===== config.mk =====
export PLATFORM = sky130hd
export DESIGN_NAME = scm_cfg
export DESIGN_NICKNAME = d
export VERILOG_FILES = /design/src/rtl/scm_pkg.sv /design/src/rtl/scm_cfg.sv
export SDC_FILE = /design/constraint.sdc
export NUM_CORES = 1
export LEC_CHECK = 0
export BUFFER_PORTS_ARGS = -buffer_cell sky130_fd_sc_hd__buf_2
export CORE_ASPECT_RATIO = 1.2
export CORE_MARGIN = 2
export CORE_UTILIZATION = 47
export CTS_CLUSTER_DIAMETER = 120
export DETAILED_ROUTE_END_ITERATION = 10
export PLACE_DENSITY = 0.76
export SYNTH_ARGS = -nofsm -noshare
export SYNTH_HDL_FRONTEND = slang
export SYNTH_SLANG_ARGS = --single-unit

===== constraint.sdc =====
create_clock -name clk -period 2.46 [get_ports clk]
set_input_delay 0.123 -clock clk [delete_from_list [all_inputs] [get_ports clk]]
set_output_delay 0.123 -clock clk [all_outputs]
set_load 0.01 [all_outputs]

===== src/rtl/scm_pkg.sv =====
// ----------------------------------------------------------------------------
// scm_pkg
// Shared types, widths, register indexes and gain tables of the stereo
// crossfeed mixer.
// ----------------------------------------------------------------------------
package scm_pkg;

    localparam int MAX_DELAY_DEF   = 512;
    localparam int SAMPLE_BITS_DEF = 24;

    // configuration port
    localparam int CFG_IDX_W  = 3;
    localparam int CFG_DATA_W = 16;

    localparam logic [CFG_IDX_W-1:0] REG_ENABLE   = 3'd0;
    localparam logic [CFG_IDX_W-1:0] REG_MODE     = 3'd1;
    localparam logic [CFG_IDX_W-1:0] REG_STRENGTH = 3'd2;
    localparam logic [CFG_IDX_W-1:0] REG_DELAY    = 3'd3;
    localparam logic [CFG_IDX_W-1:0] REG_ALPHA    = 3'd4;

    localparam int LEN_W   = 10;
    localparam int COEF_W  = 16;

    // shared multiplier: 33b signed by 17b signed
    localparam int LP_W    = 32;
    localparam int MA_W    = LP_W + 1;
    localparam int MB_W    = COEF_W + 1;
    localparam int PROD_W  = MA_W + MB_W;

    localparam logic [COEF_W-1:0] STRENGTH_ONE   = 16'd32768;
    localparam logic [COEF_W-1:0] STRENGTH_FLOOR = 16'd3;

    localparam logic [1:0] MODE_CUSTOM = 2'd0;
    localparam logic [1:0] MODE_BAUER  = 2'd1;
    localparam logic [1:0] MODE_BS2B   = 2'd2;
    localparam logic [1:0] MODE_MEIER  = 2'd3;

    typedef enum logic [10:0] {
        ST_IDLE      = 11'b000_0000_0001,
        ST_ISSUE_CG  = 11'b000_0000_0010,
        ST_ISSUE_DG  = 11'b000_0000_0100,
        ST_ISSUE_LPL = 11'b000_0000_1000,
        ST_ISSUE_LPR = 11'b000_0001_0000,
        ST_ISSUE_XL  = 11'b000_0010_0000,
        ST_ISSUE_CL  = 11'b000_0100_0000,
        ST_ISSUE_XR  = 11'b000_1000_0000,
        ST_ISSUE_CR  = 11'b001_0000_0000,
        ST_FINISH    = 11'b010_0000_0000,
        ST_DONE      = 11'b100_0000_0000
    } state_t;

    typedef struct packed {
        logic              active;
        logic [1:0]        mode;
        logic [COEF_W-1:0] strength;   // clamped to 1.0
        logic [LEN_W-1:0]  len;
        logic [COEF_W-1:0] alpha;
        logic              clear;      // delay length write this cycle
    } cfg_t;

    typedef struct packed {
        state_t st;
        logic   load_in;
        logic   load_out;
        logic   wrapped;
    } ctrl_t;

    // Q0.16 gain constants per mode
    function automatic logic [COEF_W-1:0] direct_k(input logic [1:0] m);
        logic [COEF_W-1:0] k;
        unique case (m)
            MODE_CUSTOM: k = 16'd5243;
            MODE_BAUER:  k = 16'd7864;
            MODE_BS2B:   k = 16'd7864;
            MODE_MEIER:  k = 16'd3277;
            default:     k = 16'd5243;
        endcase
        return k;
    endfunction

    function automatic logic [COEF_W-1:0] cross_k(input logic [1:0] m);
        logic [COEF_W-1:0] k;
        unique case (m)
            MODE_CUSTOM: k = 16'd24904;
            MODE_BAUER:  k = 16'd15729;
            MODE_BS2B:   k = 16'd15729;
            MODE_MEIER:  k = 16'd11796;
            default:     k = 16'd24904;
        endcase
        return k;
    endfunction

endpackage


===== src/rtl/scm_cfg.sv =====
// ----------------------------------------------------------------------------
// scm_cfg
// Register file: enable, mode, strength, delay length and lowpass alpha.
// ----------------------------------------------------------------------------
module scm_cfg #(
    parameter int MAX_DELAY = scm_pkg::MAX_DELAY_DEF
) (
    input  logic                             clk,
    input  logic                             rst_n,
    input  logic                             wr_valid,
    input  logic [scm_pkg::CFG_IDX_W-1:0]    wr_index,
    input  logic [scm_pkg::CFG_DATA_W-1:0]   wr_data,
    output scm_pkg::cfg_t                    cfg
);
    import scm_pkg::*;

    logic              enable_reg;
    logic [1:0]        mode_reg;
    logic [COEF_W-1:0] strength_reg;
    logic [LEN_W-1:0]  len_reg;
    logic [COEF_W-1:0] alpha_reg;
    logic [LEN_W-1:0]  len_next;

    always_comb
    begin
        len_next = wr_data[LEN_W-1:0];
        priority if (len_next == '0)
        begin
            len_next = LEN_W'(1);
        end
        else if (32'(len_next) > MAX_DELAY)
        begin
            len_next = LEN_W'(MAX_DELAY);
        end
        else
        begin
            len_next = wr_data[LEN_W-1:0];
        end
    end

    always_ff @(posedge clk or negedge rst_n)
    begin
        if (!rst_n)
        begin
            enable_reg   <= 1'b0;
            mode_reg     <= MODE_CUSTOM;
            strength_reg <= '0;
            len_reg      <= LEN_W'(1);
            alpha_reg    <= '0;
        end
        else if (wr_valid)
        begin
            unique case (wr_index)
                REG_ENABLE:   enable_reg   <= wr_data[0];
                REG_MODE:     mode_reg     <= wr_data[1:0];
                REG_STRENGTH: strength_reg <= wr_data;
                REG_DELAY:    len_reg      <= len_next;
                REG_ALPHA:    alpha_reg    <= wr_data;
                default:      ;
            endcase
        end
    end

    always_comb
    begin
        cfg.active   = enable_reg && (strength_reg > STRENGTH_FLOOR);
        cfg.mode     = mode_reg;
        cfg.strength = (strength_reg > STRENGTH_ONE) ? STRENGTH_ONE : strength_reg;
        cfg.len      = len_reg;
        cfg.alpha    = alpha_reg;
        cfg.clear    = wr_valid && (wr_index == REG_DELAY);
    end

endmodule


Word-level counts from Yosys, hierarchy flattened
Index checks and enable logic that the tools add are counted.

Output and inout port bits: 46. Flip-flop bits (word level): 45. Logic and storage cells: 24. Input bits: 22.

Eq/ne operators: 4. Multiplexer cells: 3. Magnitude comparators: 3. Reductions and logical operators: 9.

Operator list (number): $mux 10 (2); $gt 16x16->1 const B (1); $gt 16x2->1 const B (1); $mux 16 (1); $gt 10x10->1 const B (1); $logic_not 10->1 (1); $reduce_and 2->1 (5); $eq 3x2->1 const B (2); $eq 3x1->1 const B (1); $eq 3x3->1 const B (1); $logic_not 3->1 (1); $logic_and 1x1->1 (2).

Longest topological paths before layout
Word-level depth: 3. Mapped depth: 5.

Worst setup path before layout
Ideal clock, no wire load.

Path kind: register to output. From: reg strength_reg[10]. To: out cfg[31] in the netlist's numbering. Path slack: 1087 ps. Required time: 2337 ps. Stages on the path, launching flop included: 4. Arrival: 1250 ps. Cells stage by stage: dfrtp_1 > nor4_1 > a41oi_1 > nor2b_1.

RTL lines: from (decl) (line scm_cfg.sv:19) `logic [COEF_W-1:0] strength_reg;`; from (signal assigned) (line scm_cfg.sv:56) `REG_STRENGTH: strength_reg <= wr_data;`; to (decl) (line scm_cfg.sv:13) `output scm_pkg::cfg_t cfg`.

==> impl_results.md <==
* Overflow left after global routing at 0
* Slowest-stage cell, CP: dfrtp_1
* Antenna diodes at 0
* Slew Viols, Final at 0
* Worst-path clk slew at 0.08 ns
* Root buf cell: clkbuf_8
* Hold WS at -0.009171 ns
* Final Hold Viols at 11
* Post-layout util at 0.6159
* Slew headroom at 0.3500
* Top-area cell type share of the netlist area at 0.5692
* Routed length per instance at 14.57 um
* Power Total at 1.946 mW
* Worst path max stage delay at 0.39 ns
* Initial core utilization at 0.4908
* Num CTS Buffers at 5
* Design area at 2427 um^2
* Status: finished, violations left
* Vias in the first global route at 1,365
* Setup crit end kind: output port
* Max Buffers Root-to-Sink at 2
* Nets@finish at 242
* Critical path type: reg -> out
* Fillcell total at 359
* Mapped Cells at 148
* Drt first-iter violations at 68
* RSZ-0062 raised after global routing: false
* CTS Hold Bufs at 0
* Sink Count at 45
* Top cells by area, synth: dfrtp_1, mux2_2, nor2b_1
* Synth area leader: dfrtp_1
* Mean Syn Cell Area at 13.07 um^2
* Cell Rows at 25
* First-pass GRT wire length at 6.582 mm
* Cell breakdown of the critical path: nor4_1 -> a41oi_1 -> nor2b_1 -> buf_2
* R2R Path Start: strength_reg[15]$_DFFE_PN0P_
* Largest net degree at the start of global routing at 46
* DRC at 0
* Clk_lat worst skew at 0.28 ns
* Fmax at 518.3 MHz
* Initial antenna violation count at 0
* Total die area at 4647 um^2
* Post-placement cell area at 2341 um^2
* Setup TNS at 0 ns
* Least-Margin Pin Slew at 0.9750 ns
* Final HPWL DP at 3.023 mm
* Asr flop ratio synth at 1.000
* Yosys cell types at 25
* Final Setup Violations at 0
* Clk_skew at 0 ns
* Aggregate routed wire length at 3.991 mm
* TritonRoute pass-1 iters at 4
* Max-cap viol count at 0
* Worst Path Buf+Inv at 1
* Sequential share of the synthesized area at 0.5828
* Boundary Pins at 68
* Htree depth at 2
* Layout cells sized above 1 at 0.4864
* PortBufs at 67
* Post-synth top flop: dfrtp_1
* Peak VDD IR at 0.3922 mV
* Area of the multi-input gates at 769.5 um^2
* Antenna Nets Post-Route at 0
* Largest delay contributor family on the critical path: simple AND/OR/NAND/NOR gates
* Final min period at 1.929 ns
* Final period util at 0.7843
* Failing checks: negative hold slack
* Layout area overhead at 25.49%
* Cell Area, Synth at 1934 um^2
* Area of the core at 3941 um^2
* Die Y-Extent at 74.28 um
* Worst min path class: in -> async
* PostCTS Resize Cnt at 0
* Reg area at 1127 um^2
* Power density over cell area at 801.6 nW/um^2
* Worst Path Max Fanout at 8
* Pleak at 1.219 nW
* Syn_nets at 170
* Crit path from: strength_reg[10]$_DFFE_PN0P_
* Die width at 62.57 um
* Post-synth EDFFs at 0
* CTS tree: done
* Crit path DAT at 1.81 ns
* Post-CTS setup buffer count at 0
* Yosys warning count at 0
* Total Routing Usage GR at 0.1847
* CP Data Required Time at 2.34 ns
* #FFs+latches synth at 45
* Vias/cell at 5.077
* Total number of vias at 1,391
* CP startpoint kind: register
* Placer Congestion at 0.7619
## per-layer routing
metal	GRT usage	up-vias	share of wire
met5	0	-	0
li1	-	665	-
met4	0.09877	0	0.031
met3	0.03480	13	0.042
met1	0.2388	670	0.43
met2	0.3011	43	0.49
## final cells by class
type                            instances  share of cell area
Clock buffer                            7             0.03557
Inverter                                5            0.007732
Multi-Input combinational cell         93              0.3170
Sequential cell                        45              0.4644
Tap cell                               54             0.02784
Timing Repair Buffer                   70              0.1474
## cells by family (layout without fill, tap and decap cells)
family / count (synthesis) / after routing / synth area share
DFF: 45 / 45 / 0.5828
AOI/OAI and AO/OA: 12 / 12 / 0.04139
muxes: 37 / 37 / 0.2128
and+or+nand+nor: 44 / 44 / 0.1358
buffers and inverters: 10 / 82 / 0.02717
## per-stage QoR
stage / worst slack [ns] / hold slack [ns] / instances
2_1_floorplan: 1.087 / -0.1726 / 148
3_3_place_gp: 0.8313 / 0.3333 / 267
3_5_place_dp: 0.8143 / 0.3311 / 267
4_1_cts: 0.4974 / 0.01966 / 274
5_1_grt: 0.3736 / 0.04748 / 274
6_report: 0.5305 / -0.009171 / 274
## layout by cell type, fill, tap and decap left out, types with 2 or more instances in the layout
master,Yosys,layout
nor2_1,4,4
mux2_1,8,8
nand2_1,13,13
inv_1,5,5
o21ai_0,6,6
buf_4,2,3
buf_2,0,67
mux2_2,25,25
a41oi_1,2,2
nor2b_1,15,15
clkbuf_8,0,6
nor3_1,2,2
mux2i_1,4,4
nor4_1,5,5
dfrtp_1,44,44
## cell usage after synthesis (2+ instances only)
master and instances:
a41oi_1 2, buf_4 2, clkbuf_1 2, dfrtp_1 44
inv_1 5, mux2_1 8, mux2_2 25, mux2i_1 4
nand2_1 13, nor2_1 4, nor2b_1 15, nor3_1 2
nor4_1 5, o21ai_0 6
## worst reg2reg max path, cell delays in order (launching register included)
cell     delay (ns)
dfrtp_1        0.53
inv_1          0.10
o21ai_0        0.16
## power by group
part / switching [mW] / leakage, nW / internal (mW)
clock: 0.221 / 0.0443 / 0.223
combinational: 0.257 / 0.628 / 0.256
sequential: 0.0935 / 0.547 / 0.895
total: 0.572 / 1.22 / 1.37
## path summary, 6_finish.rpt
kind	end	slack (ns)	cells after the start
worst min-delay path	alpha_reg[9]$_DFFE_PN0P_	-0.009	1
worst max register to register	strength_reg[15]$_DFFE_PN0P_	1.60	2
worst max-delay path	cfg[40]	0.53	4
min in group clk	len_reg[0]$_DFFE_PN1P_	0.03	2
worst min register to register	len_reg[0]$_DFFE_PN1P_	0.48	2
max in group asynchronous	alpha_reg[15]$_DFFE_PN0P_	1.86	1
Power figures use the tool's default switching activity.
