**src/rtl/scm_pkg.sv**
```systemverilog
// ----------------------------------------------------------------------------
// scm_pkg
// Shared types, widths, register indexes and gain tables of the stereo
// crossfeed mixer.
// ----------------------------------------------------------------------------
package scm_pkg;

    localparam int MAX_DELAY_DEF   = 512;
    localparam int SAMPLE_BITS_DEF = 24;

    // configuration port
    localparam int CFG_IDX_W  = 3;
    localparam int CFG_DATA_W = 16;

    localparam logic [CFG_IDX_W-1:0] REG_ENABLE   = 3'd0;
    localparam logic [CFG_IDX_W-1:0] REG_MODE     = 3'd1;
    localparam logic [CFG_IDX_W-1:0] REG_STRENGTH = 3'd2;
    localparam logic [CFG_IDX_W-1:0] REG_DELAY    = 3'd3;
    localparam logic [CFG_IDX_W-1:0] REG_ALPHA    = 3'd4;

    localparam int LEN_W   = 10;
    localparam int COEF_W  = 16;

    // shared multiplier: 33b signed by 17b signed
    localparam int LP_W    = 32;
    localparam int MA_W    = LP_W + 1;
    localparam int MB_W    = COEF_W + 1;
    localparam int PROD_W  = MA_W + MB_W;

    localparam logic [COEF_W-1:0] STRENGTH_ONE   = 16'd32768;
    localparam logic [COEF_W-1:0] STRENGTH_FLOOR = 16'd3;

    localparam logic [1:0] MODE_CUSTOM = 2'd0;
    localparam logic [1:0] MODE_BAUER  = 2'd1;
    localparam logic [1:0] MODE_BS2B   = 2'd2;
    localparam logic [1:0] MODE_MEIER  = 2'd3;

    typedef enum logic [10:0] {
        ST_IDLE      = 11'b000_0000_0001,
        ST_ISSUE_CG  = 11'b000_0000_0010,
        ST_ISSUE_DG  = 11'b000_0000_0100,
        ST_ISSUE_LPL = 11'b000_0000_1000,
        ST_ISSUE_LPR = 11'b000_0001_0000,
        ST_ISSUE_XL  = 11'b000_0010_0000,
        ST_ISSUE_CL  = 11'b000_0100_0000,
        ST_ISSUE_XR  = 11'b000_1000_0000,
        ST_ISSUE_CR  = 11'b001_0000_0000,
        ST_FINISH    = 11'b010_0000_0000,
        ST_DONE      = 11'b100_0000_0000
    } state_t;

    typedef struct packed {
        logic              active;
        logic [1:0]        mode;
        logic [COEF_W-1:0] strength;   // clamped to 1.0
        logic [LEN_W-1:0]  len;
        logic [COEF_W-1:0] alpha;
        logic              clear;      // delay length write this cycle
    } cfg_t;

    typedef struct packed {
        state_t st;
        logic   load_in;
        logic   load_out;
        logic   wrapped;
    } ctrl_t;

    // Q0.16 gain constants per mode
    function automatic logic [COEF_W-1:0] direct_k(input logic [1:0] m);
        logic [COEF_W-1:0] k;
        unique case (m)
            MODE_CUSTOM: k = 16'd5243;
            MODE_BAUER:  k = 16'd7864;
            MODE_BS2B:   k = 16'd7864;
            MODE_MEIER:  k = 16'd3277;
            default:     k = 16'd5243;
        endcase
        return k;
    endfunction

    function automatic logic [COEF_W-1:0] cross_k(input logic [1:0] m);
        logic [COEF_W-1:0] k;
        unique case (m)
            MODE_CUSTOM: k = 16'd24904;
            MODE_BAUER:  k = 16'd15729;
            MODE_BS2B:   k = 16'd15729;
            MODE_MEIER:  k = 16'd11796;
            default:     k = 16'd24904;
        endcase
        return k;
    endfunction

endpackage

```
**src/rtl/scm_seq.sv**
```systemverilog
// ----------------------------------------------------------------------------
// scm_seq
// Frame sequencer: handshakes, multiplier step schedule, delay-line pointer.
// ----------------------------------------------------------------------------
module scm_seq #(
    parameter int MAX_DELAY = scm_pkg::MAX_DELAY_DEF
) (
    input  logic                          clk,
    input  logic                          rst_n,
    input  scm_pkg::cfg_t                 cfg,
    input  logic                          in_valid,
    output logic                          in_ready,
    output logic                          out_valid,
    input  logic                          out_ready,
    output scm_pkg::ctrl_t                ctrl,
    output logic                          ram_rd_en,
    output logic                          ram_wr_en,
    output logic [$clog2(MAX_DELAY)-1:0]  ram_addr
);
    import scm_pkg::*;

    localparam int POS_W = $clog2(MAX_DELAY);

    state_t           state_reg, state_next;
    logic [POS_W-1:0] pos_reg;
    logic             wrapped_reg;
    logic             out_valid_reg;
    logic             accept;
    logic             load_out;
    logic [31:0]      pos_inc;

    assign in_ready = (state_reg == ST_IDLE);
    assign accept   = in_valid && in_ready;
    assign load_out = (state_reg == ST_DONE) && (!out_valid_reg || out_ready);
    assign pos_inc  = 32'(pos_reg) + 32'd1;

    always_comb
    begin
        state_next = state_reg;
        unique case (state_reg)
            ST_IDLE:
            begin
                if (accept)
                begin
                    state_next = cfg.active ? ST_ISSUE_CG : ST_DONE;
                end
            end
            ST_ISSUE_CG:  state_next = ST_ISSUE_DG;
            ST_ISSUE_DG:  state_next = ST_ISSUE_LPL;
            ST_ISSUE_LPL: state_next = ST_ISSUE_LPR;
            ST_ISSUE_LPR: state_next = ST_ISSUE_XL;
            ST_ISSUE_XL:  state_next = ST_ISSUE_CL;
            ST_ISSUE_CL:  state_next = ST_ISSUE_XR;
            ST_ISSUE_XR:  state_next = ST_ISSUE_CR;
            ST_ISSUE_CR:  state_next = ST_FINISH;
            ST_FINISH:    state_next = ST_DONE;
            ST_DONE:
            begin
                if (load_out)
                begin
                    state_next = ST_IDLE;
                end
            end
            default:      state_next = ST_IDLE;
        endcase
    end

    always_ff @(posedge clk or negedge rst_n)
    begin
        if (!rst_n)
        begin
            state_reg     <= ST_IDLE;
            pos_reg       <= '0;
            wrapped_reg   <= 1'b0;
            out_valid_reg <= 1'b0;
        end
        else
        begin
            state_reg <= state_next;
            if (load_out)
            begin
                out_valid_reg <= 1'b1;
            end
            else if (out_ready)
            begin
                out_valid_reg <= 1'b0;
            end
            // entries read before the first wrap since a clear read as zero
            if (cfg.clear)
            begin
                pos_reg     <= '0;
                wrapped_reg <= 1'b0;
            end
            else if (state_reg == ST_ISSUE_DG)
            begin
                if (pos_inc >= 32'(cfg.len))
                begin
                    pos_reg     <= '0;
                    wrapped_reg <= 1'b1;
                end
                else
                begin
                    pos_reg <= pos_inc[POS_W-1:0];
                end
            end
        end
    end

    assign out_valid = out_valid_reg;
    assign ram_rd_en = (state_reg == ST_ISSUE_CG);
    assign ram_wr_en = (state_reg == ST_ISSUE_DG);
    assign ram_addr  = pos_reg;

    always_comb
    begin
        ctrl.st       = state_reg;
        ctrl.load_in  = accept;
        ctrl.load_out = load_out;
        ctrl.wrapped  = wrapped_reg;
    end

    a_accept_next: assert property (@(posedge clk) disable iff (!rst_n)
        accept |=> (state_reg == ST_ISSUE_CG || state_reg == ST_DONE))
        else $error("accepted frame did not start processing");

    a_pos_in_range: assert property (@(posedge clk) disable iff (!rst_n)
        32'(pos_reg) < 32'(cfg.len))
        else $error("delay pointer beyond delay length");

    a_wrap_at_zero: assert property (@(posedge clk) disable iff (!rst_n)
        $rose(wrapped_reg) |-> (pos_reg == '0))
        else $error("wrap flag set away from position zero");

    a_done_delivers: assert property (@(posedge clk) disable iff (!rst_n)
        load_out |=> (out_valid_reg && state_reg == ST_IDLE))
        else $error("result not presented after completion");

endmodule

```
**config.mk**
```make
export PLATFORM = sky130hd
export DESIGN_NAME = scm_seq
export DESIGN_NICKNAME = d
export VERILOG_FILES = /design/src/rtl/scm_pkg.sv /design/src/rtl/scm_seq.sv
export SDC_FILE = /design/constraint.sdc
export NUM_CORES = 1
export LEC_CHECK = 0
export BUFFER_PORTS_ARGS = -buffer_cell sky130_fd_sc_hd__buf_2
export CAP_MARGIN = 20
export CORE_MARGIN = 2
export CORE_UTILIZATION = 45
export DETAILED_ROUTE_END_ITERATION = 6
export PLACE_DENSITY_LB_ADDON = 0.15
export SETUP_SLACK_MARGIN = 0.4
export SLEW_MARGIN = 10
export SYNTH_ARGS = -nofsm -noshare
export SYNTH_HDL_FRONTEND = slang
export SYNTH_SLANG_ARGS = --single-unit
export TNS_END_PERCENT = 30
```
**constraint.sdc**
```tcl
create_clock -name clk -period 2.8 [get_ports clk]
set_input_delay 0.14 -clock clk [delete_from_list [all_inputs] [get_ports clk]]
set_output_delay 0.14 -clock clk [all_outputs]
set_load 0.02 [all_outputs]
```
Word-level counts from Yosys, hierarchy flattened --
Cells that the tools add are included.
Storage, ports and cells: flip-flop bits (word level) 22, output and inout bits 27, word-level logic and storage cells 40
Operators by class: add/subtract/negate cells 1, $lt $le $gt $ge 1, equal/unequal tests 13, multiplexer cells 12, reduce and logical (&&, ||, !) cells 9
Operator list (number):
- one-hot mux 11 bit (11 select lines) | 1
- 2-to-1 mux 11 bit | 3
- 2-to-1 mux 9 bit | 3
- == test 11 x 1 -> 1 bit (second input constant) | 1
- == test 11 x 10 -> 1 bit (second input constant) | 1
- == test 11 bit (second input constant) | 1
- == test 11 x 2 -> 1 bit (second input constant) | 1
- == test 11 x 3 -> 1 bit (second input constant) | 1
- == test 11 x 4 -> 1 bit (second input constant) | 1
- == test 11 x 5 -> 1 bit (second input constant) | 1
- == test 11 x 6 -> 1 bit (second input constant) | 1
- == test 11 x 7 -> 1 bit (second input constant) | 1
- == test 11 x 8 -> 1 bit (second input constant) | 1
- == test 11 x 9 -> 1 bit (second input constant) | 1
- adder 9 x 1 -> 10 bit (second input constant) | 1
- greater-or-equal comparator 10 bit | 1
- nonzero test 2 bit | 3
- 2-to-1 mux 1 bit | 5
- AND reduction 2 bit | 2
- logical AND 1 bit | 2
- != test 2 x 1 -> 1 bit (second input constant) | 1
- != test 2 bit (second input constant) | 1
- zero test 1 bit | 1
- logical OR 1 bit | 1

Depth between registers and ports, before layout --
word-level depth 5, depth in mapped cells 12, mapped depth without buffers 11

Worst setup path before layout --
OpenSTA, ideal clock, no wires.
kind register to register, start point register pos_reg[0] (netlist: ram_addr[0]), end point register pos_reg[2] (netlist: ram_addr[2]), setup time 0.131 ns, arrival 2.362 ns, slack 0.307 ns, cell stages (with the launch flop) 13, path buffers 1, cells stage by stage dfrtp_1 > ha_1 > nand2_1 > nor2_1 > nand3_1 > xnor2_1 > ha_1 > nand4_1 > a211o_1 > o31a_1 > clkbuf_1 > a32oi_1 > nor2_1
Between the ends: longest elaborated chain between the ends 5
RTL lines:
- start: declaration | line scm_seq.sv:25 | logic [POS_W-1:0] pos_reg;
- start signal: assignment | line scm_seq.sv:103 | pos_reg <= pos_inc[POS_W-1:0];
- adder 9 x 1 -> 10 bit (*) | line scm_seq.sv:35 | assign pos_inc = 32'(pos_reg) + 32'd1;
- greater-or-equal comparator 10 bit | line scm_seq.sv:96 | if (pos_inc >= 32'(cfg.len))
- 2-to-1 mux 9 bit (*) | line scm_seq.sv:96
- 2-to-1 mux 9 bit (*) | line scm_seq.sv:94 | else if (state_reg == ST_ISSUE_DG)
- 2-to-1 mux 9 bit (*) | line scm_seq.sv:89 | if (cfg.clear)
Every way passes the cells marked *; elsewhere a longest branch is shown, timed or not. The select of a mux whose other input is x is not followed. A chain may end at the register's enable or synchronous reset.

Worst setup path after layout --
Same ends and word-level chain as after synthesis.

==> results.sh <==
export IMPL_placement_io_buffers=42
export IMPL_drt_vias_per_instance=5.485
export IMPL_synth_seq_area_share_pct=36.36
export IMPL_max_vdd_drop_v=0.0002316
export IMPL_drv_slew=0
export IMPL_critical_path_required_time_ns=3.01
export IMPL_slew_at_the_pin_closest_to_its_max_slew_limit_ns=0.5181
export IMPL_diodes=0
export IMPL_max_clock_path_buffers=2
export IMPL_dpl_hpwl_um=2636
export IMPL_critical_path_max_stage_delay_ns=0.45
export IMPL_setup_worst_path_class="reg -> reg"
export IMPL_reg_to_reg_endpoint="ram_addr[2]"
export IMPL_flow_area_growth_from_synthesis_pct=32.32
export IMPL_crit_slowest_cell="dfrtp_2"
export IMPL_clock_root_buffer="clkbuf_4"
export IMPL_htree_levels=1
export IMPL_synth_area_um2=1518
export IMPL_gr_usage_met1_pct=27.66
export IMPL_min_delay_path_depth=2
export IMPL_timing_clock_skew_ns=0.007361
export IMPL_clock_sinks=22
export IMPL_sequentialPowerShare_pct=44.1
export IMPL_synth_distinct_cells=49
export IMPL_standard_cell_row_count=21
export IMPL_synth_top_cells_by_area="dfrtp_1 (35%), ha_1 (9.1%), inv_1 (3.7%), nand2_1 (3.7%), nand3_1 (3.3%)"
export IMPL_detail_route_wl_per_cell_um=14.65
export IMPL_maxSlewHeadroom_pct=65.46
export IMPL_powerDensity_nw_per_um2=432.9
export IMPL_die_span_x_um=62.08
export IMPL_hold_path_class="in -> reg"
export IMPL_cap_violations=0
export IMPL_endpoint_kind="flip-flop"
export IMPL_post_place_setup_slack_ns=0.2334
export IMPL_post_route_cells_drive_above_1_share_pct=39.55
export IMPL_layout_filler_cells=277
export IMPL_largest_register_ffs=11
export IMPL_final_worst_setup_slack_ns=0.3075
export IMPL_grt_use_total_pct=20.74
export IMPL_firstDrtPassIters=5
export IMPL_arrival_ns=2.70
export IMPL_holdCritStartpoint="out_ready"
export IMPL_ys_async_sr_fraction_pct=100.0
export IMPL_final_period_utilization_pct=89.02
export IMPL_crit_path_max_fanout=5
export IMPL_startpoint_type="flip-flop"
export IMPL_grt_start_max_net_pins=23
export IMPL_grt_busiest_layer="met2"
export IMPL_grt_use_met2_pct=33.48
export IMPL_synth_largest_area_cell="dfrtp_1"
export IMPL_timing_reg2reg_setup_slack_ns=0.31
export IMPL_p_leak_nw=1.080
export IMPL_yosysWarnings=0
export IMPL_rsz0062_at_grt="true"
export IMPL_hold_path_endpoint="out_valid"
export IMPL_power_share_combinational_pct=34.8
export IMPL_die_area_um2=3853
export IMPL_hold_viol_final=0
export IMPL_timing_reg2reg_worst_path_depth=11
export IMPL_power_switching_share_pct=37.61
export IMPL_tritoncts="yes"
export IMPL_synth_top_cells_by_count="dfrtp_1 (21), inv_1 (15), nand2_1 (15)"
export IMPL_number_of_storage_elements_in_the_synthesis_netlist=22
export IMPL_ios=77
export IMPL_grt_pass1_vias=1369
export IMPL_maxClockFrequency_mhz=401.2
export IMPL_finalSetupTns_ns=0
export IMPL_syn_instance_count=165
export IMPL_detailedRoute_firstIterationViolations=67
export IMPL_gp_congestion=0.7837
export IMPL_die_height_um=62.08
export IMPL_internal_power_w=0.0005423
export IMPL_clk_latency_ns=0.32
export IMPL_groute_layer_met3_usage_pct=2.899
export IMPL_final_nets=282
export IMPL_run_status="complete, no violations"
export IMPL_yosysMostFrequentCell="dfrtp_1"
export IMPL_clockPowerShare_pct=21.2
export IMPL_postSynth_topFlopCell="dfrtp_1"
export IMPL_grt_overflow=0
export IMPL_drc=0
export IMPL_tritoncts_num_buffers=3
export IMPL_grt_first_pass_wirelength_um=5920
export IMPL_postRouteWirelength_um=3898
export IMPL_initial_utilization_pct=46.21
export IMPL_mappedNetlistNets=226
export IMPL_synth_top_cell_area_share_pct=34.62
export IMPL_synth_edff_count=0
export IMPL_p_switching_w=0.0003270
export IMPL_path_clk_slew_ns=0.13
export IMPL_reg2reg_from="ram_addr[0]"
export IMPL_path_cells="ha_4 > nand2_4 > nor2_4 > nand3_2 > xnor2_2 > ha_1 > nand4_1 > a211o_1 > o31a_4 > a32oi_1 > nor2_1"
export IMPL_totalPowerFinal_w=0.0008692
export IMPL_ant_nets=0
export IMPL_setup_viol_count_final=0
export IMPL_coreArea_um2=3284
export IMPL_routed_via_count=1459
export IMPL_syn_area_per_cell_um2=9.198
export IMPL_antenna_found_initial=0
export IMPL_period_needed_ns=2.492
export IMPL_postLayoutCoreUtil_pct=61.14
worst max-delay path, delay by kind of cell (launching register included):
| family | cells | cell delay [ns] |
|---|---|---|
| compound gates | 3 | 0.73 |
| simple gates | 5 | 0.55 |
| fa+ha+maj | 2 | 0.49 |
| flops | 1 | 0.45 |
| xor+xnor | 1 | 0.16 |
worst max-delay path by stage:
stage,to,start
floorplan,wrapped_reg,ram_addr[2]
global placement,wrapped_reg,ram_addr[0]
detailed placement,ram_addr[7],ram_addr[0]
CTS,ram_addr[7],ram_addr[0]
global route,ram_addr[7],ram_addr[1]
finish,ram_addr[2],ram_addr[0]
cell type report:
type / count / area, um2 / area share [%]
clock buffers: 4 / 36.28 / 1.807
repair buffers: 56 / 330.3 / 16.45
well taps: 46 / 57.56 / 2.866
flip-flops and latches: 22 / 555.5 / 27.66
multi-input cells: 122 / 968.4 / 48.22
inverters: 16 / 60.06 / 2.991
power by group through the flow:
stage / sequential, W / clock, W / combinational, W
after floorplan: 0.000404 / 0 / 0.000195
after global placement: 0.000384 / 0 / 0.000287
after detailed placement: 0.000388 / 0 / 0.000295
after CTS: 0.000382 / 0.000187 / 0.000300
after global routing: 0.000386 / 0.000200 / 0.000336
final: 0.000383 / 0.000184 / 0.000302
metal layers:
layer	up-vias	wire length, um	part of all wire [%]
li1	710	-	-
met1	690	1721	44
met2	53	1886	48
met3	6	234	6.0
met4	0	55	1.4
met5	-	0	0
layout by cell type (no fill, tap or decap), drive strengths merged:
| cell type | count |
|---|---|
| o211ai | 1 |
| o21ba | 1 |
| nor4 | 3 |
| nor2 | 11 |
| a211o | 1 |
| nor3b | 4 |
| o22ai | 2 |
| o31a | 2 |
| a41oi | 1 |
| nor4b | 3 |
| and3 | 1 |
| or4 | 1 |
| nand2 | 16 |
| a21oi | 10 |
| nand4 | 8 |
| dfrtp | 21 |
| ha | 11 |
| dfstp | 1 |
| inv | 16 |
| or3b | 1 |
| dlygate4sd3 | 1 |
| nor2b | 1 |
| a41o | 1 |
| nand3 | 11 |
| nand2b | 4 |
| nor3 | 4 |
| xor2 | 4 |
| a32oi | 2 |
| clkbuf | 4 |
| xnor2 | 3 |
| and3b | 1 |
| o21ai | 6 |
| buf | 55 |
| o31ai | 3 |
| mux2i | 1 |
| o21a | 1 |
| a211oi | 3 |
repair_timing:
action                     in CTS  in global routing
buffers inserted                7                  6
cloned                          0                  1
resized for setup               5                 12
setup endpoints to repair      10                 12
pin swaps                       2                 11
hold buffers                    1                  0
hold endpoints to repair       21                  0
kinds of logic after synthesis:
kind of cell             synth area share [%]
AND/OR/NAND/NOR                         28.36
AO/OA/AOI/OAI                           15.25
buffers and inverters                   6.265
flip-flops                              36.36
adder cells (fa/ha/maj)                 9.068
XOR/XNOR                                4.040
multiplexers                           0.6595
stage by stage:
stage               area (um2)  hold slack (ns)  std cells
floorplan                 1529          -0.1556        165
global placement          1760           0.1368        247
detailed placement        1760           0.1432        247
CTS                       1891          0.01475        259
global route              2008          0.01508        266
finish                    2008          0.01260        266
No activity file was read; power rests on OpenSTA's default activity.
