`config.mk`:
```
export PLATFORM = sky130hd
export DESIGN_NAME = scm_dp
export DESIGN_NICKNAME = d
export VERILOG_FILES = /design/src/rtl/scm_pkg.sv /design/src/rtl/scm_dp.sv
export SDC_FILE = /design/constraint.sdc
export NUM_CORES = 2
export LEC_CHECK = 0
export BUFFER_PORTS_ARGS = -buffer_cell sky130_fd_sc_hd__buf_2
export CAP_MARGIN = 20
export CORE_MARGIN = 10
export CORE_UTILIZATION = 50
export DETAILED_ROUTE_END_ITERATION = 12
export PLACE_DENSITY = 0.7
export SLEW_MARGIN = 30
export SYNTH_ARGS = -nofsm -noshare
export SYNTH_HDL_FRONTEND = slang
export SYNTH_SLANG_ARGS = --single-unit
```
`constraint.sdc`:
```
create_clock -name clk -period 8.5 [get_ports clk]
set_input_delay 0 -clock clk [delete_from_list [all_inputs] [get_ports clk]]
set_output_delay 0 -clock clk [all_outputs]
set_load 0.05 [all_outputs]
```
`src/rtl/scm_pkg.sv`:
```
// ----------------------------------------------------------------------------
// scm_pkg
// Shared types, widths, register indexes and gain tables of the stereo
// crossfeed mixer.
// ----------------------------------------------------------------------------
package scm_pkg;

    localparam int MAX_DELAY_DEF   = 512;
    localparam int SAMPLE_BITS_DEF = 24;

    // configuration port
    localparam int CFG_IDX_W  = 3;
    localparam int CFG_DATA_W = 16;

    localparam logic [CFG_IDX_W-1:0] REG_ENABLE   = 3'd0;
    localparam logic [CFG_IDX_W-1:0] REG_MODE     = 3'd1;
    localparam logic [CFG_IDX_W-1:0] REG_STRENGTH = 3'd2;
    localparam logic [CFG_IDX_W-1:0] REG_DELAY    = 3'd3;
    localparam logic [CFG_IDX_W-1:0] REG_ALPHA    = 3'd4;

    localparam int LEN_W   = 10;
    localparam int COEF_W  = 16;

    // shared multiplier: 33b signed by 17b signed
    localparam int LP_W    = 32;
    localparam int MA_W    = LP_W + 1;
    localparam int MB_W    = COEF_W + 1;
    localparam int PROD_W  = MA_W + MB_W;

    localparam logic [COEF_W-1:0] STRENGTH_ONE   = 16'd32768;
    localparam logic [COEF_W-1:0] STRENGTH_FLOOR = 16'd3;

    localparam logic [1:0] MODE_CUSTOM = 2'd0;
    localparam logic [1:0] MODE_BAUER  = 2'd1;
    localparam logic [1:0] MODE_BS2B   = 2'd2;
    localparam logic [1:0] MODE_MEIER  = 2'd3;

    typedef enum logic [10:0] {
        ST_IDLE      = 11'b000_0000_0001,
        ST_ISSUE_CG  = 11'b000_0000_0010,
        ST_ISSUE_DG  = 11'b000_0000_0100,
        ST_ISSUE_LPL = 11'b000_0000_1000,
        ST_ISSUE_LPR = 11'b000_0001_0000,
        ST_ISSUE_XL  = 11'b000_0010_0000,
        ST_ISSUE_CL  = 11'b000_0100_0000,
        ST_ISSUE_XR  = 11'b000_1000_0000,
        ST_ISSUE_CR  = 11'b001_0000_0000,
        ST_FINISH    = 11'b010_0000_0000,
        ST_DONE      = 11'b100_0000_0000
    } state_t;

    typedef struct packed {
        logic              active;
        logic [1:0]        mode;
        logic [COEF_W-1:0] strength;   // clamped to 1.0
        logic [LEN_W-1:0]  len;
        logic [COEF_W-1:0] alpha;
        logic              clear;      // delay length write this cycle
    } cfg_t;

    typedef struct packed {
        state_t st;
        logic   load_in;
        logic   load_out;
        logic   wrapped;
    } ctrl_t;

    // Q0.16 gain constants per mode
    function automatic logic [COEF_W-1:0] direct_k(input logic [1:0] m);
        logic [COEF_W-1:0] k;
        unique case (m)
            MODE_CUSTOM: k = 16'd5243;
            MODE_BAUER:  k = 16'd7864;
            MODE_BS2B:   k = 16'd7864;
            MODE_MEIER:  k = 16'd3277;
            default:     k = 16'd5243;
        endcase
        return k;
    endfunction

    function automatic logic [COEF_W-1:0] cross_k(input logic [1:0] m);
        logic [COEF_W-1:0] k;
        unique case (m)
            MODE_CUSTOM: k = 16'd24904;
            MODE_BAUER:  k = 16'd15729;
            MODE_BS2B:   k = 16'd15729;
            MODE_MEIER:  k = 16'd11796;
            default:     k = 16'd24904;
        endcase
        return k;
    endfunction

endpackage

```
`src/rtl/scm_dp.sv`:
```
// ----------------------------------------------------------------------------
// scm_dp
// Datapath around one shared 33x17 multiplier: gains, lowpass filters, mix,
// rounding and saturation, and the output payload register.
// ----------------------------------------------------------------------------
module scm_dp #(
    parameter int SAMPLE_BITS = scm_pkg::SAMPLE_BITS_DEF
) (
    input  logic                            clk,
    input  logic                            rst_n,
    input  scm_pkg::cfg_t                   cfg,
    input  scm_pkg::ctrl_t                  ctrl,
    input  logic signed [SAMPLE_BITS-1:0]   left_sample,
    input  logic signed [SAMPLE_BITS-1:0]   right_sample,
    input  logic                            in_block_end,
    input  logic [2*SAMPLE_BITS-1:0]        ram_rd_data,
    output logic [2*SAMPLE_BITS-1:0]        ram_wr_data,
    output logic signed [SAMPLE_BITS-1:0]   left_out,
    output logic signed [SAMPLE_BITS-1:0]   right_out,
    output logic                            out_block_end
);
    import scm_pkg::*;

    localparam int LP_SHIFT  = LP_W - SAMPLE_BITS;
    localparam int OUT_SHIFT = LP_SHIFT + 15;
    localparam logic signed [PROD_W-1:0] ROUND16 = PROD_W'(32768);
    localparam logic signed [PROD_W-1:0] HALF    = PROD_W'(64'sd1 <<< (OUT_SHIFT - 1));
    localparam logic signed [PROD_W-1:0] SMAX    =
        PROD_W'((64'sd1 <<< (SAMPLE_BITS - 1)) - 64'sd1);
    localparam logic signed [PROD_W-1:0] SMIN    = -SMAX - PROD_W'(1);

    logic signed [SAMPLE_BITS-1:0] l_reg, r_reg;
    logic                          end_reg;
    logic signed [SAMPLE_BITS-1:0] dl_reg, dr_reg;
    logic [COEF_W-1:0]             cg_reg, dg_reg;
    logic signed [LP_W-1:0]        lpl_reg, lpr_reg;
    logic signed [PROD_W-1:0]      prod_reg, acc_reg;
    logic signed [SAMPLE_BITS-1:0] lo_reg, ro_reg;
    logic signed [SAMPLE_BITS-1:0] left_out_reg, right_out_reg;
    logic                          end_out_reg;

    logic signed [MA_W-1:0]        op_a;
    logic signed [MB_W-1:0]        op_b;
    logic signed [LP_W-1:0]        dl_ext, dr_ext;
    logic signed [MA_W-1:0]        diff_l, diff_r;
    logic signed [PROD_W-1:0]      prod_rnd;
    logic signed [PROD_W-1:0]      prod_shl;

    function automatic logic signed [LP_W-1:0] lp_add(
        input logic signed [LP_W-1:0]   lp,
        input logic signed [PROD_W-1:0] p
    );
        logic signed [PROD_W-1:0] inc;
        logic signed [PROD_W-1:0] sum;
        inc = (p + ROUND16) >>> 16;
        sum = inc + PROD_W'(lp);
        return sum[LP_W-1:0];
    endfunction

    function automatic logic signed [SAMPLE_BITS-1:0] mix_sat(
        input logic signed [PROD_W-1:0] acc,
        input logic signed [PROD_W-1:0] p
    );
        logic signed [PROD_W-1:0] sum;
        logic signed [PROD_W-1:0] q;
        logic signed [PROD_W-1:0] res;
        sum = acc + p + HALF;
        q   = sum >>> OUT_SHIFT;
        priority if (q > SMAX)
        begin
            res = SMAX;
        end
        else if (q < SMIN)
        begin
            res = SMIN;
        end
        else
        begin
            res = q;
        end
        return res[SAMPLE_BITS-1:0];
    endfunction

    assign dl_ext   = LP_W'(dl_reg) <<< LP_SHIFT;
    assign dr_ext   = LP_W'(dr_reg) <<< LP_SHIFT;
    assign diff_l   = MA_W'(dl_ext) - MA_W'(lpl_reg);
    assign diff_r   = MA_W'(dr_ext) - MA_W'(lpr_reg);
    assign prod_rnd = prod_reg + ROUND16;
    assign prod_shl = prod_reg <<< LP_SHIFT;

    // operand select for the shared multiplier
    always_comb
    begin
        op_a = '0;
        op_b = '0;
        unique case (ctrl.st)
            ST_ISSUE_CG:
            begin
                op_a = signed'(MA_W'(cfg.strength));
                op_b = signed'({1'b0, cross_k(cfg.mode)});
            end
            ST_ISSUE_DG:
            begin
                op_a = signed'(MA_W'(cfg.strength));
                op_b = signed'({1'b0, direct_k(cfg.mode)});
            end
            ST_ISSUE_LPL:
            begin
                op_a = diff_l;
                op_b = signed'({1'b0, cfg.alpha});
            end
            ST_ISSUE_LPR:
            begin
                op_a = diff_r;
                op_b = signed'({1'b0, cfg.alpha});
            end
            ST_ISSUE_XL:
            begin
                op_a = MA_W'(l_reg);
                op_b = signed'({1'b0, dg_reg});
            end
            ST_ISSUE_CL:
            begin
                op_a = MA_W'(lpr_reg);
                op_b = signed'({1'b0, cg_reg});
            end
            ST_ISSUE_XR:
            begin
                op_a = MA_W'(r_reg);
                op_b = signed'({1'b0, dg_reg});
            end
            ST_ISSUE_CR:
            begin
                op_a = MA_W'(lpl_reg);
                op_b = signed'({1'b0, cg_reg});
            end
            default:
            begin
                op_a = '0;
                op_b = '0;
            end
        endcase
    end

    always_ff @(posedge clk)
    begin
        prod_reg <= op_a * op_b;

        if (ctrl.load_in)
        begin
            l_reg   <= left_sample;
            r_reg   <= right_sample;
            end_reg <= in_block_end;
            lo_reg  <= left_sample;
            ro_reg  <= right_sample;
        end

        unique case (ctrl.st)
            ST_ISSUE_DG:
            begin
                cg_reg <= prod_rnd[31:16];
                dl_reg <= ctrl.wrapped ? ram_rd_data[2*SAMPLE_BITS-1:SAMPLE_BITS] : '0;
                dr_reg <= ctrl.wrapped ? ram_rd_data[SAMPLE_BITS-1:0] : '0;
            end
            ST_ISSUE_LPL: dg_reg <= COEF_W'(17'd32768 - 17'(prod_rnd[31:16]));
            ST_ISSUE_CL:  acc_reg <= prod_shl;
            ST_ISSUE_XR:  lo_reg  <= mix_sat(acc_reg, prod_reg);
            ST_ISSUE_CR:  acc_reg <= prod_shl;
            ST_FINISH:    ro_reg  <= mix_sat(acc_reg, prod_reg);
            default:      ;
        endcase

        if (ctrl.load_out)
        begin
            left_out_reg  <= lo_reg;
            right_out_reg <= ro_reg;
            end_out_reg   <= end_reg;
        end
    end

    // filter state; cleared by reset and by a delay length write
    always_ff @(posedge clk or negedge rst_n)
    begin
        if (!rst_n)
        begin
            lpl_reg <= '0;
            lpr_reg <= '0;
        end
        else if (cfg.clear)
        begin
            lpl_reg <= '0;
            lpr_reg <= '0;
        end
        else if (ctrl.st == ST_ISSUE_LPR)
        begin
            lpl_reg <= lp_add(lpl_reg, prod_reg);
        end
        else if (ctrl.st == ST_ISSUE_XL)
        begin
            lpr_reg <= lp_add(lpr_reg, prod_reg);
        end
    end

    assign ram_wr_data   = {l_reg, r_reg};
    assign left_out      = left_out_reg;
    assign right_out     = right_out_reg;
    assign out_block_end = end_out_reg;

endmodule

```
; ---- Word-level counts from Yosys, hierarchy flattened
; Cells that the tools add are included.
[totals]
input_bits = 159
rom_bits = 0
output_inout_bits = 97
word_cells = 66
memories = 0
ram_bits = 0
regBits = 382
latchBits = 0
[op_classes]
bitwise = 0
mul = 1
n_addsub = 8
order_cmp = 2
muxes = 15
div_mod_pow = 0
shifts = 0
reduce_logical = 11
n_eq_ne = 13
[ops]
columns = operator, n
row1 = $pmux 33 s7, 1
row2 = $mux 32, 5
row3 = $mux 24, 6
row4 = $pmux 16 s3, 2
row5 = $pmux 16 s5, 1
row6 = $sub 32x32->33, 2
row7 = $add 32x32->32, 2
row8 = $add 50x24->50 const B, 1
row9 = $add 50x50->50, 1
row10 = $mul 33x17->50, 1
row11 = $add 48x17->48 const B, 1
row12 = $gt 27x24->1 const B, 1
row13 = $lt 27x24->1 const B, 1
row14 = $sub 16x16->16 const A, 1
row15 = $eq 11x10->1 const B, 1
row16 = $eq 11x2->1 const B, 1
row17 = $eq 11x3->1 const B, 1
row18 = $eq 11x4->1 const B, 1
row19 = $eq 11x5->1 const B, 1
row20 = $eq 11x6->1 const B, 1
row21 = $eq 11x7->1 const B, 1
row22 = $eq 11x8->1 const B, 1
row23 = $eq 11x9->1 const B, 1
row24 = $reduce_or 2->1, 5
row25 = 6 further kinds, 10

; ---- Depth between registers and ports, before layout
[logic_depth]
word_depth = 6
mapped_depth = 37
ltp_nobuf = 35

; ---- Worst setup path before layout
; Ideal clock, no wire load.
[synth_timing]
path_kind = input-to-reg
startpoint = input port ctrl[8] (netlist bit)
endpoint = register prod_reg[49]
setup_time_ps = 118
arrival_ps = 9297
n_path_buf = 3
slack_ps = -915
required_time_ps = 8382
stages = 34
path_cell_list = or3_1 -> or3_1 -> nor3_1 -> nand4b_1 -> inv_1 -> or2_2 -> buf_2 -> a22o_1 -> a221o_1 -> clkbuf_1 -> clkbuf_1 -> nand2_1 -> fa_1 -> fa_1 -> inv_1 -> fa_1 -> inv_1 -> fa_1 -> inv_1 -> fa_1 -> inv_1 -> fa_1 -> inv_1 -> ha_1 -> nand4_1 -> nor3b_1 -> o311ai_0 -> a211oi_1 -> a21oi_1 -> o31ai_1 -> a22o_1 -> a41oi_1 -> a31o_2 -> xnor2_1
[synth_via]
elab_chain_len = 4
word_cells_on_any_way = 15
cone_classes = 1 x mul / 8 x eq/ne / 2 x mux / 4 x reduce/logical
[synth_lines]
columns = item, line
row1 = from (decl), scm_dp.sv:12  ; input scm_pkg::ctrl_t ctrl,
row2 = "$eq 11x3->1, or another cell as far along", scm_dp.sv:96  ; unique case (ctrl.st)
row3 = $reduce_or 2->1 (no line), n/a
row4 = $pmux 33 s7 or $pmux 16 s5 (tied branches), scm_dp.sv:96
row5 = $mul 33x17->50 *, scm_dp.sv:147  ; prod_reg <= op_a * op_b;
row6 = to (signal assigned), scm_dp.sv:147
row7 = to (decl), scm_dp.sv:37  ; logic signed [PROD_W-1:0] prod_reg, acc_reg;
; Mark *: on every way between the ends. The rest lies on a longest branch, timed or not.
; A chain may end at the register's enable or synchronous reset.

; ---- Worst setup path in the final report
[layout_timing]
startpoint = register lpr_reg[8]
endpoint = register prod_reg[42]
[layout_via]
elab_chain_len = 3
[layout_lines]
columns = item, line
row1 = from (decl), scm_dp.sv:36  ; logic signed [LP_W-1:0] lpl_reg, lpr_reg;
row2 = from (signal assigned), scm_dp.sv:200  ; lpr_reg <= lp_add(lpr_reg, prod_reg);
row3 = $sub 32x32->33, scm_dp.sv:87  ; assign diff_r = MA_W'(dr_ext) - MA_W'(lpr_reg);
row4 = $pmux 33 s7 *, scm_dp.sv:96
row5 = $mul 33x17->50 *, scm_dp.sv:147
; Marks and branches as above.

==> flow_summary_export.csv <==
group,metric,value,unit
status,status,"finished, violations left",
status,failed_checks,"negative setup slack",
yosys,synth-edff-count,268,
layout,utilization,0.637,
setup_path,cp-end-kind,"flop",
layout,finalNonFillerCells,6466,
grt,grt_pass1_wl,227000,microns
yosys,synth_area,41800,sq um
die,ios,256,
yosys,syn_avg_cell_area,9.27,sq um
routing,drt-initial-drc-count,3752,
sta,skew,31.5,ps
power_and_ir_drop,p_per_area,85.6,nW/um^2
grt,grt_pass1_vias,37854,
clocking,clkTransAtPathRegs,70,ps
die,rows,105,
grt,overflow,0,
layout,seqCellArea,10700,sq um
sta,tightest_slew,1090,ps
setup_path,cp_top_family,"adder cells",
place,gp_congestion,1.04,
routing,vias_per_cell,5.77,
grt,antenna_found_initial,5,
yosys,synth.net_count,5486,
routing,drt_first_pass_iters,7,
clocking,cts-htree-levels,2,
die,die_y,309,microns
power_and_ir_drop,power_leakage,24.9,nW
setup_path,critical_path_class,"flop to flop",
sta,slew_headroom,0.268,
yosys,synth.yosys.warnings,0,
yosys,async_flop_share,0.168,
die,core-area,82500,sq um
sta,max_freq,0.115,GHz
yosys,synth_cell_types,93,
routing,wire_per_inst,23.4,microns
setup_path,crit_buf_inv,9,
setup_path,reg2regPathDepth,35,
grt,grt_max_degree,65,
yosys,synthCells,4507,
yosys,synth-seq-area-share,0.255,
die,initial_core_util,0.507,
layout,drive_above_1_share,0.219,
clocking,cts_buffers,42,
grt,grt_use_total,0.314,
run,cap_violations,0,
yosys,synth_ff_type,"edfxtp_1",
setup_path,cpMostUsedCell,"fa_1",
hold_path,hold_path.class,"input port to async pin",
layout,fillers,6681,
clocking,cts_sinks,382,
place,placed_cells,6251,
layout,largest_register_ffs,50,
routing,wl,151000,microns
die,dieArea,95500,sq um
setup_path,crit_slowest_cell,"fa_1",
place,port_buffers,244,
routing,num_vias,37329,
setup_path,slowest_delay,570,ps
sta,hold_viol_final,0,
die,die_x,309,microns
layout,multi_input_area,28700,sq um
sta,slew_viol_final,0,
routing,drc,0,
setup_path,crit_fanout,5,
setup_path,reg2reg_slack,-170,ps
clocking,cts_root_buf,"clkbuf_16",
layout,nets,6338,
setup_path,cp.arrival,9170,ps
setup_path,worst_ep_required_time,9000,ps
sta,whs,34.0,ps
sta,rsz0062_at_grt,"true",
power_and_ir_drop,peakVddDrop,151,uV
clocking,clockBufferDepth,3,
sta,setup_viol,11,
layout,syn2layout_area_growth,25.7,%
place,place_hpwl,123000,microns
yosys,ys_seq_elements,382,
sta,finalWorstSetupSlack,-171,ps
setup_path,startpoint,"lpr_reg[8]$_DFFE_PN0P_",
setup_path,worst-path-stages,35,
clocking,tritoncts,"yes",
routing,antenna_left,0,
sta,period_needed,8670,ps
sta,finalCritPeriodShare,1.02,
clocking,insertion_delay,610,ps
setup_path,rr_startpoint,"lpr_reg[8]$_DFFE_PN0P_",
setup_path,start_kind,"flop",
==> worst paths after layout <==
kind                                          end
max in group asynchronous  lpl_reg[2]$_DFFE_PN0P_
hold reg to reg             acc_reg[11]$_DFFE_PN_
min in group clk           right_out[7]$_DFFE_PP_
setup / recovery             prod_reg[42]$_DFF_P_
hold / removal             lpr_reg[9]$_DFFE_PN0P_
setup reg to reg             prod_reg[42]$_DFF_P_
==> synthesized netlist by cell type (27+ instances only) <==
cell type  number  area [sq um]
dfxtp_1        50          1000
nor2_1        310          1160
nand2_1       573          2150
nor3_1         51           255
dfrtp_1        64          1600
nor2b_1        33           206
fa_1          505         10100
a22oi_1        39           293
a21o_1         98           736
clkbuf_1      121           454
xor2_1         76           666
xnor2_1       133          1160
nand4_1        27           169
nand3_1        68           340
ha_1          315          3940
inv_1         760          2850
a31oi_1        30           188
a21oi_1       276          1380
and2_1         92           576
o21ai_0       102           510
and3_1         45           282
edfxtp_1      268          8050
nand2b_1       41           257
==> cells by family after synthesis <==
kind of cell | share of synthesized area
AOI/OAI and AO/OA | 0.132
xor gates and xnor gates | 0.0438
adders and majority gates | 0.336
buffers and inverters | 0.0837
DFF | 0.255
muxes | 0.00317
and+or+nand+nor | 0.146
==> power by group <==
part / switching (mW) / internal, mW / total (mW)
registers: 0.0428 / 2.05 / 2.09
logic: 0.234 / 0.0997 / 0.334
clock network: 0.867 / 1.20 / 2.07
total: 1.14 / 3.35 / 4.50
==> repair_timing <==
item                       4_1_cts  5_1_grt
pin swaps                      117      103
gates resized for setup        114      117
buffers inserted                21       20
setup endpoints to repair       19       21
hold buffers                    99        0
hold endpoints to repair       219        0
==> layout make-up <==
| class | instances | area share |
|---|---|---|
| Antenna cell | 3 | 0.000143 |
| Clock buffer | 55 | 0.0242 |
| Clock inverter | 23 | 0.00565 |
| Inverter | 760 | 0.0545 |
| Multi-Input combinational cell | 3203 | 0.547 |
| Sequential cell | 382 | 0.203 |
| Tap cell | 1070 | 0.0255 |
| Timing Repair Buffer | 970 | 0.140 |
==> layout by cell type (no fill, tap or decap), drive strengths merged, types with 64 or more instances in the layout <==
cell type,netlist,routed
fa,505,505
nor2,310,310
inv,760,766
ha,315,315
nand2,573,573
nand3,68,68
buf,41,871
dfrtp,64,64
a21oi,278,278
dlygate4sd3,0,99
xor2,76,76
xnor2,133,133
a21o,98,98
edfxtp,268,268
o21ai,106,106
and2,92,92
==> routing by layer <==
layer	part of all wire	global-route usage	vias to the layer above
met4	0.064	0.165	4
met5	0.00020	0	-
met2	0.44	0.487	2077
met1	0.38	0.406	18200
met3	0.11	0.0713	430
li1	-	-	16618
==> metrics by stage <==
| step | power (mW) | setup slack, ps | setup TNS, ps | area, sq um |
|---|---|---|---|---|
| detailed placement | 2.42 | -503 | -5320 | 48600 |
| global placement | 2.42 | -401 | -4590 | 48600 |
| floorplan | 2.26 | 13.5 | 0 | 41900 |
| CTS | 4.50 | -98.5 | -423 | 51900 |
| finish | 4.50 | -171 | -1160 | 52500 |
| global route | 4.58 | -459 | -4270 | 52500 |
==> worst min-delay path, delay by kind of cell <==
family,cells,cell delay [ps]
buffers and inverters,3,1120
Power figures use the tool's default switching activity.
